$ cat src/rtl/dtrp_pkg.sv
// Types and codes shared by the device table record parser.
`timescale 1ns / 1ps
package dtrp_pkg;

  localparam int unsigned NameTextW = 64;

  typedef enum logic [1:0] {
    KIND_NODE_NAME = 2'd0,
    KIND_RECORD    = 2'd1,
    KIND_END       = 2'd2
  } item_kind_e;

  typedef enum logic [5:0] {
    PH_NODE_NAME = 6'b000001,
    PH_TYPE      = 6'b000010,
    PH_ATTR      = 6'b000100,
    PH_UID       = 6'b001000,
    PH_DEV_NAME  = 6'b010000,
    PH_DONE      = 6'b100000
  } phase_e;

endpackage

$ cat src/rtl/device_table_record_parser_top.sv
// Device table record parser: header skip, node name, device records, end of table.
`timescale 1ns / 1ps
// Output: a result is registered and appears on the master side in the cycle after the byte that ends it.
// Throughput: one byte per cycle; the byte is parsed in the cycle it is accepted and the
// result is held in one output register, so input stalls only while that register is full
// and not taken.
// Reset: rst_ni clears the parser to the start of a packet; the parser also returns there
// after each byte flagged tlast.
module device_table_record_parser_top #(
  parameter int unsigned HEADER_BYTES = 8,
  parameter int unsigned NAME_BYTES   = 8
) (
  input  logic        clk_i,
  input  logic        rst_ni,
  input  logic        s_axis_tvalid_i,
  output logic        s_axis_tready_o,
  input  logic [7:0]  s_axis_tdata_i,   // [7:0] rx_byte
  input  logic        s_axis_tlast_i,   // last_in_packet
  output logic        m_axis_tvalid_o,
  input  logic        m_axis_tready_i,
  output logic [87:0] m_axis_tdata_o,   // [7:0] device_type, [15:8] device_attr,
                                        // [23:16] device_uid, [87:24] name_text
  output dtrp_pkg::item_kind_e m_axis_tuser_o  // [1:0] item_kind
);
  import dtrp_pkg::*;

  localparam int unsigned PosW  = $clog2(HEADER_BYTES + 1);
  localparam int unsigned IdxW  = $clog2(NAME_BYTES + 1);
  localparam int unsigned NameW = 8 * NAME_BYTES;

  logic [PosW-1:0]  hdr_q, hdr_d;
  phase_e           phase_q, phase_d;
  logic [IdxW-1:0]  idx_q, idx_d;
  logic [NameW-1:0] name_q, name_d;
  logic [7:0]       type_q, type_d;
  logic [7:0]       attr_q, attr_d;
  logic [7:0]       uid_q, uid_d;

  logic             m_valid_q;
  item_kind_e       m_kind_q, kind_d;
  logic [7:0]       m_type_q, m_attr_q, m_uid_q;
  logic [NameW-1:0] m_name_q, out_name_d;

  logic             acc;
  logic             emit;
  logic             in_header;
  logic [IdxW-1:0]  idx_take;
  logic [NameW-1:0] name_take;

  assign s_axis_tready_o = !m_valid_q || m_axis_tready_i;
  assign acc       = s_axis_tvalid_i && s_axis_tready_o;
  assign in_header = hdr_q < PosW'(HEADER_BYTES);

  // Store the byte into the next free name slot; drop it once the slots are used up.
  always_comb begin
    name_take = name_q;
    idx_take  = idx_q;
    if (idx_q < IdxW'(NAME_BYTES)) begin
      for (int unsigned j = 0; j < NAME_BYTES; j++) begin
        if (idx_q == IdxW'(j)) begin
          name_take[8*j +: 8] = s_axis_tdata_i;
        end
      end
      idx_take = idx_q + IdxW'(1);
    end
  end

  always_comb begin
    hdr_d      = hdr_q;
    phase_d    = phase_q;
    idx_d      = idx_q;
    name_d     = name_q;
    type_d     = type_q;
    attr_d     = attr_q;
    uid_d      = uid_q;
    emit       = 1'b0;
    kind_d     = KIND_END;
    out_name_d = name_take;
    if (phase_q == PH_DONE) begin
      // ignore the rest of the packet
    end else if (in_header) begin
      hdr_d = hdr_q + PosW'(1);
    end else begin
      unique case (phase_q)
        PH_NODE_NAME, PH_DEV_NAME: begin
          if (s_axis_tdata_i == 8'd0) begin
            emit    = 1'b1;
            kind_d  = (phase_q == PH_NODE_NAME) ? KIND_NODE_NAME : KIND_RECORD;
            name_d  = '0;
            idx_d   = '0;
            phase_d = PH_TYPE;
          end else begin
            name_d = name_take;
            idx_d  = idx_take;
          end
        end
        PH_ATTR: begin
          attr_d  = s_axis_tdata_i;
          phase_d = PH_UID;
        end
        PH_UID: begin
          uid_d   = s_axis_tdata_i;
          idx_d   = '0;
          name_d  = '0;
          phase_d = PH_DEV_NAME;
        end
        default: begin
          if (s_axis_tdata_i == 8'd0) begin
            emit       = 1'b1;
            kind_d     = KIND_END;
            out_name_d = '0;
            phase_d    = PH_DONE;
          end else begin
            type_d  = s_axis_tdata_i;
            phase_d = PH_ATTR;
          end
        end
      endcase
    end
    // Restart at the packet boundary.
    if (s_axis_tlast_i) begin
      hdr_d   = '0;
      phase_d = PH_NODE_NAME;
      idx_d   = '0;
      name_d  = '0;
      type_d  = '0;
      attr_d  = '0;
      uid_d   = '0;
    end
  end

  always_ff @(posedge clk_i or negedge rst_ni) begin
    if (!rst_ni) begin
      hdr_q   <= '0;
      phase_q <= PH_NODE_NAME;
      idx_q   <= '0;
      name_q  <= '0;
      type_q  <= '0;
      attr_q  <= '0;
      uid_q   <= '0;
    end else if (acc) begin
      hdr_q   <= hdr_d;
      phase_q <= phase_d;
      idx_q   <= idx_d;
      name_q  <= name_d;
      type_q  <= type_d;
      attr_q  <= attr_d;
      uid_q   <= uid_d;
    end
  end

  always_ff @(posedge clk_i or negedge rst_ni) begin
    if (!rst_ni) begin
      m_valid_q <= 1'b0;
    end else if (acc) begin
      m_valid_q <= emit;
    end else if (m_axis_tready_i) begin
      m_valid_q <= 1'b0;
    end
  end

  always_ff @(posedge clk_i) begin
    if (acc && emit) begin
      m_kind_q <= kind_d;
      m_type_q <= (kind_d == KIND_RECORD) ? type_q : 8'd0;
      m_attr_q <= (kind_d == KIND_RECORD) ? attr_q : 8'd0;
      m_uid_q  <= (kind_d == KIND_RECORD) ? uid_q : 8'd0;
      m_name_q <= out_name_d;
    end
  end

  assign m_axis_tvalid_o = m_valid_q;
  assign m_axis_tuser_o  = m_kind_q;
  assign m_axis_tdata_o  = {NameTextW'(m_name_q), m_uid_q, m_attr_q, m_type_q};

  a_last_restarts : assert property (@(posedge clk_i) disable iff (!rst_ni)
    (acc && s_axis_tlast_i) |=> (phase_q == PH_NODE_NAME && hdr_q == '0 && idx_q == '0))
    else $error("parser did not restart after last byte");

  a_idx_bound : assert property (@(posedge clk_i) disable iff (!rst_ni)
    idx_q <= IdxW'(NAME_BYTES))
    else $error("name index beyond name slots");

  a_emit_shown : assert property (@(posedge clk_i) disable iff (!rst_ni)
    (acc && emit) |=> m_valid_q)
    else $error("result lost");

  a_header_quiet : assert property (@(posedge clk_i) disable iff (!rst_ni)
    (acc && in_header) |=> !m_valid_q)
    else $error("result during header");

endmodule
$ cat config.mk
export PLATFORM = sky130hd
export DESIGN_NAME = device_table_record_parser_top
export DESIGN_NICKNAME = d
export VERILOG_FILES = /design/src/rtl/dtrp_pkg.sv /design/src/rtl/device_table_record_parser_top.sv
export SDC_FILE = /design/constraint.sdc
export NUM_CORES = 1
export LEC_CHECK = 0
export ABC_AREA = 0
export BUFFER_PORTS_ARGS = -buffer_cell sky130_fd_sc_hd__buf_2
export CAP_MARGIN = 15
export CORE_UTILIZATION = 40
export CTS_CLUSTER_DIAMETER = 150
export DETAILED_ROUTE_END_ITERATION = 8
export GPL_TIMING_DRIVEN = 0
export HOLD_SLACK_MARGIN = 0.06
export PLACE_DENSITY = 0.64
export SYNTH_ARGS = -nofsm -noshare
export SYNTH_HDL_FRONTEND = slang
export SYNTH_SLANG_ARGS = --single-unit
export TNS_END_PERCENT = 50
$ cat constraint.sdc
create_clock -name clk_i -period 11.2 [get_ports clk_i]
set_input_delay 0.56 -clock clk_i [delete_from_list [all_inputs] [get_ports clk_i]]
set_output_delay 0.56 -clock clk_i [all_outputs]
set_load 0.01 [all_outputs]
==> impl_results.md <==
- Result of the run: finished, final reports clean
- DIE HEIGHT: 147 microns
- Worst flop-to-flop path startpoint: m_axis_tvalid_o
- DRC violations left: 0
- Number of synthesized flops with an enable pin: 90
- 1st-iter DRT viols: 450
- WL final: 20900 microns
- Worst-margin pin slew: 0.891 ns
- HP Class: in2async
- Resize count post-CTS: 0
- Reg clk slew, reported paths: 0.07 ns
- CP required: 11.35 ns
- Mux share of post-synthesis cell area: 2.63%
- Reg-to-reg critical path endpoint: m_name_q[10]
- Fin util: 48.8%
- Top cells by area, synth: edfxtp_1, dfrtp_1, o2bb2ai_1
- Cell Count, Final, Fillers Out: 1118
- Core area: 20400 sq um
- R2R setup slack: 7.82 ns
- Area growth syn-to-layout: 18.3%
- XOR/XNOR share of the synthesized area: 0.104%
- Die footprint: 21700 sq um
- Distinct cells, synth: 54
- CP Capture Type: flop
- Die Width: 147 microns
- Largest family of logic cells by synthesized area: simple AND/OR/NAND/NOR gates
- Routing usage on met1: 28.7%
- # Max-Cap Violations: 0
- Final antenna-violating net count: 0
- Post-CTS setup buffer count: 0
- Clock Tree Buf Depth: 2
- I/O pins: 105
- GR peak layer: met2
- Adder-cell share of the synthesized area: 0.890%
- Crit path time final: 3.38 ns
- #FFs+latches synth: 193
- Cts bufs inserted: 17
- Max-slew violation count: 0
- Endpoints failing hold: 0
- Post-synthesis sequential area ratio: 62.6%
- Starting Density: 41.3%
- Row count: 52
- Nets: 856
- H-tree depth: 4
- Number of global-route vias before repair: 5682
- Worst-Skew Late Latency: 0.44 ns
- Top FF cell, synth: dfrtp_1
- First-pass GRT wire length: 32600 microns
- Met3 Usage GRT: 3.35%
- Hold-fix buffers at CTS: 0
- Final Skew: 0.00931 ns
- Crit path max fanout: 10
- Drt pass-1 iters: 5
- Yosys Warn Count: 0
- Synth Instances: 702
- Total grt overflow: 0
- Pin count of the biggest net entering global routing: 59
- Data arrival time of the worst path: 3.52 ns
- Mapped cell area: 8430 sq um
- Compound-cell area share of the yosys netlist: 14.2%
- Total track usage: 20.0%
- Syn nets: 721
- FMAX: 296 MHz
- Most frequent cell after synthesis: nand2_1
- Placed cell count: 1088
- Vias: 5995
- Leakage: 3.98 nW
- Fraction of layout cells with a size suffix above 1: 24.6%
- RSZ-0062 raised after global routing: false
- Power per Cell Area: 170 nW/um^2
- R2R depth: 10
- Post-synth top cells: nand2_1, dfrtp_1, edfxtp_1, a21oi_1, o2bb2ai_1
- Worst IR drop on VDD: 0.115 mV
- Total inserted antenna cells: 0
- Initial antenna violation count: 0
- Setup CP Type: reg2reg
- CTS root buf: clkbuf_16
- Final worst-path cycle share: 30.2%
- Filler cells: 1824
- CTS tree: built
- Avg Inst Size Synth: 12.0 sq um
- Dpl hpwl: 14000 microns
- Top cell type's share of synthesized area: 32.0%
- Asr flop ratio synth: 53.4%
- Synth area leader: edfxtp_1
- GR Util met2: 30.4%
- Gpl congestion: 0.885
- I/O Buffers: 104
- Clk sinks: 193
- Relative slew margins: 40.6%
- Post-Synth Simple-Gate Area: 16.6%
- Setup TNS: 0 ns
- Routed WL per cell: 18.7 microns
- Vias per std cell: 5.36
- Endpoints failing setup: 0
- Worst Setup Start Kind: flop
- Overall power: 1.69 mW
worst max-delay path by stage:
| stage | endpoint | cells past startpoint | startpoint | slack, ns |
|---|---|---|---|---|
| 2_1_floorplan | m_attr_q[0] | 4 | s_axis_tdata_i[5] | 0.40 |
| 3_3_place_gp | m_name_q[9] | 5 | s_axis_tdata_i[5] | -3.41 |
| 3_5_place_dp | m_name_q[12] | 10 | s_axis_tdata_i[5] | 7.32 |
| 4_1_cts | m_name_q[13] | 10 | m_axis_tvalid_o | 7.73 |
| 5_1_grt | m_name_q[10] | 10 | m_axis_tvalid_o | 7.52 |
| 6_report | m_name_q[10] | 10 | m_axis_tvalid_o | 7.82 |
power breakdown:
part | switching [mW] | internal (mW)
sequential | 0.0297 | 0.797
combinational | 0.180 | 0.0941
clock | 0.265 | 0.326
total | 0.474 | 1.22
worst max-delay path, cell delays in order (launching register included):
cell and delay (ns):
dfrtp_1 0.37, nand2b_1 0.07, clkbuf_1 0.20, nand2_1 0.28, clkbuf_1 0.32, nor4_2 0.77
buf_4 0.29, buf_4 0.19, buf_4 0.19, buf_4 0.20, buf_4 0.20
layout by cell type, fill, tap and decap left out, types with 3 or more instances in the layout:
cell,n
dfrtp_1,102
o21ai_0,6
nor3b_1,10
buf_4,15
and2_1,28
nand2b_1,7
mux2_2,17
o2bb2ai_1,62
mux2i_1,3
nor2_1,12
inv_1,7
nand3_1,35
a21oi_1,69
nor2b_1,11
or4_4,4
or2_2,3
ha_1,6
buf_2,114
clkinvlp_4,4
clkbuf_1,33
nor2_4,3
nand3_4,8
o21ai_2,5
edfxtp_1,90
nand2_1,121
a221o_1,8
clkbuf_16,17
logic make-up after synthesis:
kind of cell             Yosys count
AND/OR/NAND/NOR                  257
flip-flops                       193
AO/OA/AOI/OAI                    169
buffers and inverters             56
multiplexers                      20
adder cells (fa/ha/maj)            6
XOR/XNOR                           1
stage by stage:
stage          hold slack [ns]  setup slack (ns)  instance area (sq um)
4_1_cts                  0.165              7.73                   9970
5_1_grt                  0.192              7.52                   9970
3_5_place_dp             0.473              7.32                   9410
6_report                 0.141              7.82                   9970
3_3_place_gp             0.470             -3.41                   9290
2_1_floorplan            0.264             0.405                   8430
metal layers:
layer  part of all wire, %  vias to the layer above
li1                      -                     2840
met1                    47                     2932
met2                    46                      192
met3                   5.3                       31
met4                   1.9                        0
met5                     0                        -
cell type report:
| type | instances | area, sq um | share of cell area [%] |
|---|---|---|---|
| Timing Repair Buffer | 116 | 633 | 6.35 |
| Sequential cell | 193 | 5280 | 52.9 |
| Multi-Input combinational cell | 453 | 2920 | 29.2 |
| Clock buffer | 17 | 425 | 4.26 |
| Buffer | 49 | 216 | 2.17 |
| Clock inverter | 13 | 139 | 1.39 |
| Inverter | 7 | 26.3 | 0.263 |
| Tap cell | 270 | 338 | 3.39 |
registers in the layout (all words and copies together) (netlist names), 4 cells and up:
name / flops
name_q: 64
uid_q: 8
type_q: 8
phase_q: 6
m_uid_q: 8
m_attr_q: 8
hdr_q: 4
m_name_q: 64
m_type_q: 8
idx_q: 4
attr_q: 8
(Power assumes the default switching activity.)
